`src/hw/rtl/tmp_pkg.sv`:
```
`timescale 1ns / 1ps

package tmp_pkg;

  localparam int unsigned LEN_W  = 24;
  localparam int unsigned REG_W  = 32;
  localparam int unsigned TIME_W = 48;

  localparam logic [REG_W-1:0]  MAX_VELOCITY_RST = 32'd144179200;
  localparam logic [REG_W-1:0]  ACCELERATION_RST = 32'd1526989;
  localparam logic [REG_W-1:0]  TICK_PERIOD_RST  = 32'd17179869;
  localparam logic [LEN_W-1:0]  TARGET_RST       = 24'd10;
  localparam logic [TIME_W-1:0] TIME_MAX         = '1;

  typedef enum logic [1:0] {
    REG_MAX_VELOCITY = 2'd0,
    REG_ACCELERATION = 2'd1,
    REG_TICK_PERIOD  = 2'd2
  } reg_idx_t;

  typedef enum logic [1:0] {
    ST_IDLE = 2'd0,
    ST_BUSY = 2'd1,
    ST_END  = 2'd2
  } status_t;

  typedef enum logic [1:0] {
    SEG_RAMP,
    SEG_CRUISE,
    SEG_DOWN,
    SEG_END
  } seg_t;

  typedef enum logic [4:0] {
    S_IDLE,
    S_LA,
    S_VV,
    S_T1,
    S_LV,
    S_Q,
    S_ROOT,
    S_TICK,
    S_MA,
    S_MB,
    S_MC,
    S_MD,
    S_ME,
    S_MF,
    S_MG,
    S_FIN
  } state_t;

  typedef struct packed {
    logic        start;
    logic [63:0] x;
    logic [63:0] y;
  } mul_req_t;

  typedef struct packed {
    logic        start;
    logic        sqrt_mode;
    logic [71:0] num;
    logic [31:0] den;
  } div_req_t;

endpackage

```
`src/hw/rtl/tmp_mul.sv`:
```
`timescale 1ns / 1ps

module tmp_mul import tmp_pkg::*; (
  input  logic         clk,
  input  logic         rst,
  input  mul_req_t     req,
  output logic         done,
  output logic [127:0] prod
);

  logic [63:0] xr;
  logic [63:0] yr;
  logic [2:0]  cnt;
  logic        busy;
  logic [63:0] pp;
  logic [1:0]  pp_sh;
  logic        pp_vld;
  logic [31:0] xpart;
  logic [31:0] ypart;
  logic [127:0] pp_ext;

  assign xpart = cnt[1] ? xr[63:32] : xr[31:0];
  assign ypart = cnt[0] ? yr[63:32] : yr[31:0];

  always_comb begin
    unique case (pp_sh)
      2'd0:    pp_ext = {64'd0, pp};
      2'd1:    pp_ext = {32'd0, pp, 32'd0};
      2'd2:    pp_ext = {pp, 64'd0};
      default: pp_ext = '0;
    endcase
  end

  // One 32x32 partial product per cycle; each is registered and added on the next.
  always_ff @(posedge clk) begin
    if (rst) begin
      busy   <= 1'b0;
      done   <= 1'b0;
      pp_vld <= 1'b0;
      cnt    <= '0;
    end else begin
      done <= 1'b0;
      if (req.start) begin
        xr     <= req.x;
        yr     <= req.y;
        prod   <= '0;
        cnt    <= '0;
        busy   <= 1'b1;
        pp_vld <= 1'b0;
      end else if (busy) begin
        if (cnt < 3'd4) begin
          pp     <= 64'(xpart * ypart);
          pp_sh  <= {1'b0, cnt[1]} + {1'b0, cnt[0]};
          pp_vld <= 1'b1;
        end else begin
          pp_vld <= 1'b0;
        end
        if (pp_vld) begin
          prod <= prod + pp_ext;
        end
        cnt <= cnt + 3'd1;
        if (cnt == 3'd4) begin
          busy <= 1'b0;
          done <= 1'b1;
        end
      end
    end
  end

endmodule

```
`config.mk`:
```
export PLATFORM = sky130hd
export DESIGN_NAME = tmp_mul
export DESIGN_NICKNAME = d
export VERILOG_FILES = /design/src/hw/rtl/tmp_pkg.sv /design/src/hw/rtl/tmp_mul.sv
export SDC_FILE = /design/constraint.sdc
export NUM_CORES = 2
export LEC_CHECK = 0
export ABC_AREA = 1
export ABC_CLOCK_PERIOD_IN_PS = 12750
export BUFFER_PORTS_ARGS = -buffer_cell sky130_fd_sc_hd__buf_2
export CAP_MARGIN = 10
export CORE_ASPECT_RATIO = 0.75
export CORE_UTILIZATION = 53
export DETAILED_ROUTE_END_ITERATION = 10
export PLACE_DENSITY = 0.74
export SETUP_SLACK_MARGIN = 0.05
export SLEW_MARGIN = 15
export SYNTH_ARGS = -nofsm -noshare
export SYNTH_HDL_FRONTEND = slang
export SYNTH_SLANG_ARGS = --single-unit
```
`constraint.sdc`:
```
create_clock -name clk -period 12.75 [get_ports clk]
set_input_delay 1.9125 -clock clk [delete_from_list [all_inputs] [get_ports clk]]
set_output_delay 1.9125 -clock clk [all_outputs]
set_load 0.01 [all_outputs]
```
**Word level (Yosys, flattened, before mapping)**

Index checks and enable logic that the tools add are counted.

- $add $sub $neg: 3
- Multipliers: 1
- $lt $le $gt $ge: 1
- Equality and inequality tests: 3
- Mux-type cells: 10
- Bitwise gates (word level): 3
- Reduce and logical (&&, ||, !) cells: 8

Operators with widths:

| kind | number |
|---|---|
| $pmux 128 s3 | 1 |
| $mux 128 | 2 |
| $add 128x128->128 | 1 |
| $mul 32x32->64 | 1 |
| $mux 32 | 2 |
| $mux 1 | 5 |
| $reduce_and 4->1 | 1 |
| $reduce_bool 2->1 | 2 |
| $add 3x1->3 const B | 1 |
| $eq 3x3->1 const B | 1 |
| $lt 3x3->1 const B | 1 |
| $not 1->1 | 3 |
| $reduce_and 3->1 | 1 |
| $reduce_or 3->1 | 1 |
| $add 1x1->2 | 1 |
| $eq 2x1->1 const B | 1 |
| $eq 2x2->1 const B | 1 |
| $logic_not 2->1 | 1 |
| $reduce_and 2->1 | 1 |
| $reduce_or 2->1 | 1 |

- Bits in registers: 328
- Input bits: 131
- Word-level logic and storage cells: 38

**Longest topological paths before layout**

- Depth after elaboration: 5
- Depth in mapped cells: 36
- Gate-level depth less buffers: 33

**Worst setup path after synthesis**

OpenSTA, ideal clock, no wires.

- Path type: input to register
- Start point: in req[128] (netlist bit)
- End point: reg prod[0], enable pin
- Library setup time: 0.806 ns
- Data arrival time: 11.996 ns
- Data required time: 11.944 ns
- Path slack: -0.052 ns
- Stages: 4
- Buffers on the path: 2
- Cell sequence: clkbuf_1 -> clkinv_1 -> clkbuf_1 -> a211oi_1

- Cells in the longest elaborated chain, start to end: 2

RTL lines:

| element | RTL line | source |
|---|---|---|
| start: declaration | tmp_mul.sv:6 | `input mul_req_t req,` |
| $reduce_bool 2->1 (no source line) | -- |  |
| $reduce_and 3->1 (no source line) * | -- |  |
| end signal: assignment | tmp_mul.sv:59 | `prod <= prod + pp_ext;` |
| end: declaration | tmp_mul.sv:8 | `output logic [127:0] prod` |

Mark *: on every way between the ends. The rest lies on a longest branch, timed or not.
A chain may end at the register's enable or synchronous reset.

**Final worst setup path**

- Start point: reg cnt[0]
- End point: reg pp[40] (data pin)

- Cells in the longest elaborated chain, start to end: 2

RTL lines:

| element | RTL line | source |
|---|---|---|
| start: declaration | tmp_mul.sv:13 | `logic [2:0] cnt;` |
| start signal: assignment | tmp_mul.sv:61 | `cnt <= cnt + 3'd1;` |
| $mux 32 | tmp_mul.sv:23 | `assign ypart = cnt[0] ? yr[63:32] : yr[31:0];` |
| $mul 32x32->64 | tmp_mul.sv:52 | `pp <= 64'(xpart * ypart);` |
| end signal: assignment | tmp_mul.sv:52 |  |
| end: declaration | tmp_mul.sv:15 | `logic [63:0] pp;` |

No other way between the ends.

==> flow_metrics.tcl <==
set metrics [dict create \
    fin_nets 9658 \
    worst_pin_slew_ns 1.27 \
    period_needed_ns 10.11 \
    nFillCells 10400 \
    overflow 0 \
    min_to "pp_vld$_SDFFE_PN0P_" \
    synth.area.top_cells "fa_1 30%, edfxtp_1 16%, nand2_1 13%, inv_1 12%, ha_1 8.3%" \
    crit_top_cell "fa_1" \
    async_reset_ff_share_pct 0 \
    die_area_um2 113000 \
    route.detailed.drc 0 \
    synth.most_common_cell "nand2_1" \
    required_ns 13.10 \
    timing.rr.start "cnt[0]$_SDFFE_PN0P_" \
    rrSetupSlack_ns 2.64 \
    antenna_left 0 \
    status "finished, final reports clean" \
    worst_slack_ns 2.64 \
    setup_violations 0 \
    netlist-cell-type-count 45 \
    min_path_cells 2 \
    yosys.area.top_type "fa_1" \
    die_h_um 292 \
    antenna_found_initial 16 \
    dp_hpwl_mm 223 \
    clock_skew_ns 0.0601 \
    synth_edf_count 322 \
    slew_viol_final 0 \
    wl_per_cell_um 27.6 \
    ys.flop_type "edfxtp_1" \
    arrival_ns 10.46 \
    netlist_area_um2 59400 \
    yosysTopAreaCellShare_pct 30.3 \
    firstDrtPassIters 9 \
    slowest_stage "a21oi_1" \
    grt_use_total_pct 47.2 \
    layout-drive-gt1-share_pct 8.87 \
    fp.dieW_um 388 \
    max_stage_delay_ns 0.69 \
    rsz0062_at_grt "no" \
    num_rows 105 \
    slew_headroom_pct 15.2 \
    cts_sinks 328 \
    post-route-util_pct 57.9 \
    syn2layout_area_growth_pct 7.56 \
    synthesis.nets 9478 \
    end_kind "flop" \
    hold_class "reg2reg" \
    ctsHoldBuffers 0 \
    dr_total_vias 56600 \
    maxCapViolCount 0 \
    cts_setup_buffers 0 \
    r2r_end "pp[40]$_DFFE_PP_" \
    yosys_warnings 0 \
    setup_tns_ns 0 \
    wl_mm 269 \
    hp-start "pp_vld$_SDFFE_PN0P_" \
    final_hold_viol_count 0 \
    grt_max_degree 129 \
    ys_top_cells_by_count "2059 x nand2_1, 1957 x inv_1, 1108 x nor2_1" \
    synth_cells 8058 \
    initial_core_util_pct 53.8 \
    rr_worst_depth 28 \
    io_buffers 259 \
    htreeDepth 2 \
    max_freq_mhz 98.9 \
    clkLatencyLatePin_ns 0.64 \
    path_max_fanout 35 \
    hold_ws_ns 0.549 \
    start_kind "flop" \
    drt_iter0_drc 8551 \
    via_per_inst 5.82 \
    clock_path_buffers 3 \
    core_um2 110000 \
    ys_seq_area_share_pct 16.5 \
    grt_pass1_vias 53900 \
    numCtsBuffers 42 \
    grt_pass1_wl_mm 379 \
    ys_seq_elements 328 \
    post-place-ws_ns 2.92 \
    io_pins 260 \
    place_congestion 1.11 \
    path_clk_slew_ns 0.06 \
    syn_avg_cell_area_um2 7.37 \
    criticalPathCategory "reg2reg" \
    cts_tree "built" \
    finalCritPeriodShare_pct 79.3 \
    cts_root_buf "clkbuf_16" \
    cts_resized 0 \
]
layout make-up:
class                   count  area [µm²]  area share, %
flip-flops and latches    328        9790           15.3
diodes                     10        25.0         0.0392
well taps                1444        1810           2.83
inverters                2008        7540           11.8
multi-input cells        5523       41400           64.8
repair buffers            335        1880           2.94
clock buffers              50        1100           1.73
clock inverters            27         325          0.510
flip-flops by register name, indices dropped and copies added (netlist names):
signal	flops
pp_vld	1
pp	64
busy	1
yr	64
pp_sh	2
done	1
prod	128
xr	64
cnt	3
per-stage QoR:
| step | cells | cell area (µm²) |
|---|---|---|
| floorplan | 8058 | 59400 |
| global placement | 9638 | 62400 |
| detailed placement | 9638 | 62400 |
| CTS | 9715 | 63800 |
| global route | 9716 | 63800 |
| finish | 9725 | 63800 |
how the worst max path moves through the flow:
| stage | slack (ns) | startpoint | end |
|---|---|---|---|
| final | 2.64 | cnt[0]$_SDFFE_PN0P_ | pp[40]$_DFFE_PP_ |
| after global routing | 2.62 | cnt[0]$_SDFFE_PN0P_ | pp[40]$_DFFE_PP_ |
| after CTS | 2.82 | cnt[0]$_SDFFE_PN0P_ | pp[40]$_DFFE_PP_ |
| after detailed placement | 2.92 | cnt[0]$_SDFFE_PN0P_ | pp[40]$_DFFE_PP_ |
| after global placement | 2.91 | cnt[1]$_SDFFE_PN0P_ | pp[40]$_DFFE_PP_ |
| after floorplan | 4.24 | req[128] | xr[0]$_DFFE_PP_ |
metal layers:
layer,track usage [%],vias up,routed length (µm)
met3,24.9,711,51100
met2,59.7,4664,96900
li1,-,24200,-
met1,67.0,27000,108000
met4,16.0,28,11900
met5,4.52,-,899
critical path: cells and delay by family (launching register included):
family | cells | cell delay (ns)
fa+ha+maj | 9 | 4.09
flops | 1 | 0.31
xor+xnor | 1 | 0.17
buf+inv | 9 | 2.09
simple gates | 3 | 0.83
compound gates | 6 | 2.27
cell usage in the layout, fill, tap and decap left out, types with 38 or more instances in the layout:
cell type / netlist / final
nand2_1: 2059 / 2058
inv_1: 1957 / 1957
nor2_1: 1108 / 1106
fa_1: 897 / 897
ha_1: 392 / 392
edfxtp_1: 322 / 322
a21oi_1: 271 / 270
buf_2: 109 / 259
nand3_1: 129 / 129
o21ai_0: 144 / 120
buf_4: 2 / 75
nor2_2: 72 / 72
o22ai_1: 65 / 65
or2_2: 55 / 55
nand2_2: 52 / 53
o21ai_2: 24 / 46
inv_2: 44 / 44
clkbuf_16: 0 / 43
xor2_1: 38 / 38
kinds of logic after synthesis:
kind of cell / count (synthesis) / share of synthesized area (%)
buffers and inverters: 2207 / 14.2
DFF: 328 / 16.5
adders and majority gates: 1289 / 38.5
AOI/OAI and AO/OA: 582 / 5.44
and+or+nand+nor: 3604 / 24.6
xor gates and xnor gates: 48 / 0.708
Power is left out: the tool's default activity adds up to more than one toggle a clock period on the data nets, which glitch-free logic cannot reach.
