<file path="config.mk">
export PLATFORM = sky130hd
export DESIGN_NAME = tmp_divsqrt
export DESIGN_NICKNAME = d
export VERILOG_FILES = /design/src/hw/rtl/tmp_pkg.sv /design/src/hw/rtl/tmp_divsqrt.sv
export SDC_FILE = /design/constraint.sdc
export NUM_CORES = 1
export LEC_CHECK = 0
export BUFFER_PORTS_ARGS = -buffer_cell sky130_fd_sc_hd__buf_4
export CELL_PAD_IN_SITES_DETAIL_PLACEMENT = 0
export CELL_PAD_IN_SITES_GLOBAL_PLACEMENT = 1
export CORE_MARGIN = 4
export CORE_UTILIZATION = 50
export DETAILED_ROUTE_END_ITERATION = 7
export HOLD_SLACK_MARGIN = 0.03
export PLACE_DENSITY_LB_ADDON = 0.1
export SETUP_SLACK_MARGIN = 0.2
export SYNTH_ARGS = -nofsm -noshare
export SYNTH_HDL_FRONTEND = slang
export SYNTH_SLANG_ARGS = --single-unit
</file>
<file path="constraint.sdc">
create_clock -name clk -period 14.2 [get_ports clk]
set_input_delay 0 -clock clk [delete_from_list [all_inputs] [get_ports clk]]
set_output_delay 0 -clock clk [all_outputs]
set_load 0.005 [all_outputs]
</file>
<file path="src/hw/rtl/tmp_pkg.sv">
`timescale 1ns / 1ps

package tmp_pkg;

  localparam int unsigned LEN_W  = 24;
  localparam int unsigned REG_W  = 32;
  localparam int unsigned TIME_W = 48;

  localparam logic [REG_W-1:0]  MAX_VELOCITY_RST = 32'd144179200;
  localparam logic [REG_W-1:0]  ACCELERATION_RST = 32'd1526989;
  localparam logic [REG_W-1:0]  TICK_PERIOD_RST  = 32'd17179869;
  localparam logic [LEN_W-1:0]  TARGET_RST       = 24'd10;
  localparam logic [TIME_W-1:0] TIME_MAX         = '1;

  typedef enum logic [1:0] {
    REG_MAX_VELOCITY = 2'd0,
    REG_ACCELERATION = 2'd1,
    REG_TICK_PERIOD  = 2'd2
  } reg_idx_t;

  typedef enum logic [1:0] {
    ST_IDLE = 2'd0,
    ST_BUSY = 2'd1,
    ST_END  = 2'd2
  } status_t;

  typedef enum logic [1:0] {
    SEG_RAMP,
    SEG_CRUISE,
    SEG_DOWN,
    SEG_END
  } seg_t;

  typedef enum logic [4:0] {
    S_IDLE,
    S_LA,
    S_VV,
    S_T1,
    S_LV,
    S_Q,
    S_ROOT,
    S_TICK,
    S_MA,
    S_MB,
    S_MC,
    S_MD,
    S_ME,
    S_MF,
    S_MG,
    S_FIN
  } state_t;

  typedef struct packed {
    logic        start;
    logic [63:0] x;
    logic [63:0] y;
  } mul_req_t;

  typedef struct packed {
    logic        start;
    logic        sqrt_mode;
    logic [71:0] num;
    logic [31:0] den;
  } div_req_t;

endpackage

</file>
<file path="src/hw/rtl/tmp_divsqrt.sv">
`timescale 1ns / 1ps

module tmp_divsqrt import tmp_pkg::*; (
  input  logic        clk,
  input  logic        rst,
  input  div_req_t    req,
  output logic        done,
  output logic [71:0] quot
);

  logic [71:0] sh;
  logic [35:0] rem;
  logic [31:0] den;
  logic [6:0]  cnt;
  logic        busy;
  logic        mode;
  logic [35:0] trial_rem;
  logic [35:0] trial_sub;

  // Division brings down one numerator bit a step; the root brings down two.
  always_comb begin
    if (mode) begin
      trial_rem = {rem[33:0], sh[71:70]};
      trial_sub = {2'b00, quot[31:0], 2'b01};
    end else begin
      trial_rem = {2'b00, rem[32:0], sh[71]};
      trial_sub = {4'd0, den};
    end
  end

  always_ff @(posedge clk) begin
    if (rst) begin
      busy <= 1'b0;
      done <= 1'b0;
      cnt  <= '0;
    end else begin
      done <= 1'b0;
      if (req.start) begin
        mode <= req.sqrt_mode;
        sh   <= req.sqrt_mode ? {req.num[63:0], 8'd0} : req.num;
        den  <= req.den;
        rem  <= '0;
        quot <= '0;
        cnt  <= req.sqrt_mode ? 7'd32 : 7'd72;
        busy <= 1'b1;
      end else if (busy) begin
        if (trial_rem >= trial_sub) begin
          rem  <= trial_rem - trial_sub;
          quot <= {quot[70:0], 1'b1};
        end else begin
          rem  <= trial_rem;
          quot <= {quot[70:0], 1'b0};
        end
        sh  <= mode ? {sh[69:0], 2'b00} : {sh[70:0], 1'b0};
        cnt <= cnt - 7'd1;
        if (cnt == 7'd1) begin
          busy <= 1'b0;
          done <= 1'b1;
        end
      end
    end
  end

endmodule

</file>
==> Yosys cells after proc, flatten, opt, wreduce, memory -nomap -nowiden <==
Index checks and enable logic that the tools add are counted.
{ "op_classes": {"eq_ne": 1, "reduce_logical": 4, "mux": 17, "n_addsub": 2, "bitwise_logic": 2, "order_cmp": 1} }
{ "ops": {"columns": ["operator", "n"], "rows": [
  ["two-way mux 72 bit", 5],
  ["two-way mux 34 bit", 3],
  ["greater-or-equal comparator 36 x 34 -> 1 bit", 1],
  ["two-way mux 36 bit", 1],
  ["subtractor 34 bit", 1],
  ["two-way mux 7 bit", 3],
  ["equality test 7 x 1 -> 1 bit, second input constant", 1],
  ["subtractor 7 x 1 -> 7 bit, second input constant", 1],
  ["two-way mux 1 bit", 5],
  ["AND reduction 2 bit", 2],
  ["OR reduction 3 bit", 1],
  ["NOT 1 bit", 2],
  ["nonzero test 2 bit", 1]
]} }
{ "word_totals": {"in_bits": 108, "register_bits": 220, "word_cells": 35, "output_inout_bits": 73} }

==> Longest topological paths before layout <==
{ "depth": {"depth_word": 4, "mapped_depth": 16, "mapped_depth_nobuf": 11} }

==> Least setup slack after synthesis <==
OpenSTA, ideal clock, no wires.
{ "synth_path": {"path_kind": "input to register", "start": "in req[105] (netlist name)", "end": "reg quot[0], enable pin", "n_path_buf": 2, "setup_slack_ps": 5562, "stages": 4, "arrival_time_ps": 7919, "required_time_ps": 13481, "setup_ps": 719, "path_cell_list": "clkbuf_1 clkbuf_1 nor2_1 nor2_1"} }
{ "synth_via": {"elab_chain_len": 2} }
{ "synth_rtl": {"columns": ["item", "line", "text"], "rows": [
  ["from (decl)", "tmp_divsqrt.sv:6", "input div_req_t req,"],
  ["nonzero test 2 bit (no line)", null, null],
  ["AND reduction 2 bit (no line)", null, null],
  ["to (signal assigned)", "tmp_divsqrt.sv:49", "quot <= {quot[70:0], 1'b1};"],
  ["to (signal assigned)", "tmp_divsqrt.sv:52", "quot <= {quot[70:0], 1'b0};"],
  ["to (decl)", "tmp_divsqrt.sv:8", "output logic [71:0] quot"]
]} }
No other way between the ends.
A chain may end at the register's enable or synchronous reset.

==> Worst setup path in the final report <==
{ "layout_path": {"start": "reg mode", "end": "reg rem[27], data pin"} }
{ "layout_via": {"elab_chain_len": 4, "word_cells_on_any_way": 6, "cone_classes": "1 x add/sub; 1 x order compare; 4 x mux"} }
{ "layout_rtl": {"columns": ["item", "line", "text"], "rows": [
  ["from (decl)", "tmp_divsqrt.sv:16", "logic mode;"],
  ["from (signal assigned)", "tmp_divsqrt.sv:39", "mode <= req.sqrt_mode;"],
  ["two-way mux 36 bit or two-way mux 34 bit (tied branches)", "tmp_divsqrt.sv:22", "if (mode) begin"],
  ["subtractor 34 bit or greater-or-equal comparator 36 x 34 -> 1 bit (tied branches)", "tmp_divsqrt.sv:48, tmp_divsqrt.sv:47", null],
  ["two-way mux 34 bit (*)", "tmp_divsqrt.sv:47", "if (trial_rem >= trial_sub) begin"],
  ["two-way mux 34 bit (*)", "tmp_divsqrt.sv:46", "end else if (busy) begin"],
  ["to (signal assigned)", "tmp_divsqrt.sv:48", "rem <= trial_rem - trial_sub;"],
  ["to (signal assigned)", "tmp_divsqrt.sv:51", "rem <= trial_rem;"],
  ["to (decl)", "tmp_divsqrt.sv:12", "logic [35:0] rem;"]
]} }
Every way passes the cells marked *; elsewhere a longest branch is shown, timed or not. The select of a mux whose other input is x is not followed.

==> metrics.md <==
| Metric | Value |
|---|---|
| Die Area | 0.0277 sq mm |
| Routed WL | 31200 um |
| Syn Inst Count | 1111 |
| Share of layout cells above drive strength 1 | 0.193 |
| Wire per inst | 18.1 um |
| Root Buffer Master | clkbuf_16 |
| Io pins | 181 |
| Yosys warnings | 0 |
| Initial Utilization | 0.512 |
| Vias per Instance | 5.60 |
| Worst R2R End | rem[27] |
| Status | complete, no violations |
| Synth top area cells | edfxtp_1, mux2i_1, nor2b_1 |
| CTS Buf Count | 26 |
| Vias in the first global route | 9507 |
| Seq cells post-synth | 220 |
| Min Tclk post-route | 4630 ps |
| CTS H-tree lvls | 1 |
| CP max FO | 61 |
| Final setup vio count | 0 |
| GPL Wtd Cong | 0.843 |
| Max Cap Viol | 0 |
| Async SR Flop Fraction | 0 |
| Sw frac | 0.295 |
| # diodes | 0 |
| Worst-Skew Late Latency | 540 ps |
| Mapped Avg Cell Area | 11.3 sq um |
| Post-synth top flop | edfxtp_1 |
| FMAX | 0.216 GHz |
| Distinct cells, synth | 61 |
| Hold Startpoint | req[104] |
| Kind of critical path | reg2reg |
| Switching pwr | 0.611 mW |
| Busiest grt layer | met2 |
| Met1 Use GR | 0.322 |
| DRC violations left | 0 |
| Die Ht | 167 um |
| Worst setup SP type | flop |
| Area leader, netlist | edfxtp_1 |
| Mapped Area | 0.0126 sq mm |
| Mapped Nets | 1256 |
| RSZ-0062 raised after global routing | no |
| R2R Path Start | mode |
| First-pass GRT wire length | 49900 um |
| # nets final | 1523 |
| Most frequent cell after synthesis | edfxtp_1 |
| CTS max path bufs | 3 |
| Sequential Power Share | 0.392 |
| Logic gate share of total power | 0.272 |
| IO Port Bufs | 180 |
| Routed Antenna Nets | 0 |
| Fill cells | 1904 |
| Slew Viols, Final | 0 |
| Required @ worst endpoint | 14550 ps |
| Clk_skew | 13.0 ps |
| Worst hold path type | in2reg |
| Core area | 0.0245 sq mm |
| Hold Path End | sh[30] |
| DRT iter0 DRCs | 740 |
| Critical Path End Type | flop |
| 1st-pass router iterations | 5 |
| Width of the chip | 167 um |
| Peak supply drop | 104 uV |
| TritonCTS clock tree | done |
| CP Data Arrival Time | 4990 ps |
| Fin util | 0.663 |
| Register-to-register setup slack | 9570 ps |
| Hold Vio Cnt, Final | 0 |
| P_int | 1.46 mW |
| Initial antenna violation count | 0 |
| Largest net degree at the start of global routing | 110 |
| Hold path cells | 3 |
| Tcrit/Tclk final | 0.326 |
| Total GRT Usage | 0.214 |
| Area share of the largest cell type after synthesis | 0.504 |
| Synth top cells by count | edfxtp_1, nor2b_1, a21oi_1, mux2i_1, a211oi_1 |
| Via Count | 9629 |
| Row count | 57 |
| Grt ovf | 0 |
| Met2 Usage GRT | 0.328 |
| Met3 usage | 0.0396 |
| DP HPWL | 20000 um |
| Number of synthesized flops with an enable pin | 211 |
| CTS clk-pin slew, worst paths | 60 ps |
| Synthesis-to-layout area growth | 29.3% |
| FF-to-FF path depth | 11 |
| Fin Setup TNS | 0 ps |
| Clock power frac | 0.335 |
| Hold Slack | 126 ps |
| Seq/Total Area, Yosys | 0.519 |
| Sinks on Clock Net | 220 |
| Slew @ Worst Pin | 1140 ps |
| Slew margin rel. | 0.233 |
| Min setup slack post-route | 9570 ps |
| CTS resizes | 0 |
| P_leak | 6.30 nW |
| Power per Cell Area | 128 mW/mm^2 |
| Post-Place Worst Slack | 9600 ps |
cell usage in the layout, fill, tap and decap left out, drive strengths merged, types with 16 or more instances in the layout:
cell type	netlist	layout
a211oi	91	91
a21oi	103	103
buf	19	189
clkbuf	59	30
dlygate4sd3	0	128
edfxtp	211	211
ha	36	36
mux2	33	33
mux2i	102	102
nand2	42	42
nor2	54	54
nor2b	137	137
nor3	16	16
o21ai	36	36
xnor2	19	19
final cells by class:
cell class	count	area [sq um]	share of cell area
Inverter	13	48.8	0.00300
Timing Repair Buffer	317	2700	0.166
Multi-Input combinational cell	800	5690	0.350
Sequential cell	220	6520	0.401
Tap cell	324	405	0.0249
Clock buffer	30	666	0.0410
Clock inverter	16	221	0.0136
registers in the layout, summed over array words and instances (netlist names):
register  cells
sh           72
busy          1
done          1
cnt           7
mode          1
rem          34
quot         72
den          32
power by group through the flow:
stage / clock network [mW] / registers [mW] / logic, mW
floorplan: 0 / 0.824 / 0.396
global placement: 0 / 0.825 / 0.527
detailed placement: 0 / 0.825 / 0.529
CTS: 0.710 / 0.812 / 0.563
global route: 0.739 / 0.818 / 0.632
finish: 0.695 / 0.813 / 0.565
how the worst max path moves through the flow:
stage / startpoint / end
final: mode / rem[27]
after global routing: mode / rem[27]
after CTS: mode / rem[26]
after detailed placement: mode / rem[26]
after global placement: mode / rem[26]
after floorplan: req[105] / quot[0]
kinds of logic after synthesis:
| logic type | synth area share |
|---|---|
| AND/OR/NAND/NOR | 0.129 |
| flip-flops | 0.519 |
| XOR/XNOR | 0.0195 |
| multiplexers | 0.111 |
| buffers and inverters | 0.0297 |
| adder cells (fa/ha/maj) | 0.0374 |
| AO/OA/AOI/OAI | 0.155 |
through the flow:
stage          area, sq um  power, mW  std cells
2_1_floorplan        12600       1.22       1111
3_3_place_gp         14100       1.35       1546
3_5_place_dp         14100       1.35       1546
4_1_cts              16300       2.09       1720
5_1_grt              16300       2.19       1720
6_report             16300       2.07       1720
routing by layer:
| layer | vias to the layer above | wire length (um) |
|---|---|---|
| li1 | 4742 | - |
| met1 | 4617 | 15400 |
| met2 | 229 | 13700 |
| met3 | 41 | 1590 |
| met4 | 0 | 509 |
| met5 | - | 0 |
worst max-delay path: stages (launching register included):
cell	delay (ps)
edfxtp_1	340
buf_4	580
mux2_2	420
ha_1	440
nand2_1	90
o21ai_0	300
a22oi_1	180
a21oi_2	360
o21a_1	850
buf_4	440
o21ai_0	140
a211oi_1	260
what timing repair did:
item | CTS | global route
hold buffers | 128 | 0
setup endpoints to repair | 0 | 0
setup buffers | 0 | 0
endpoints found under the hold margin | 159 | 0
(Power assumes the default switching activity.)
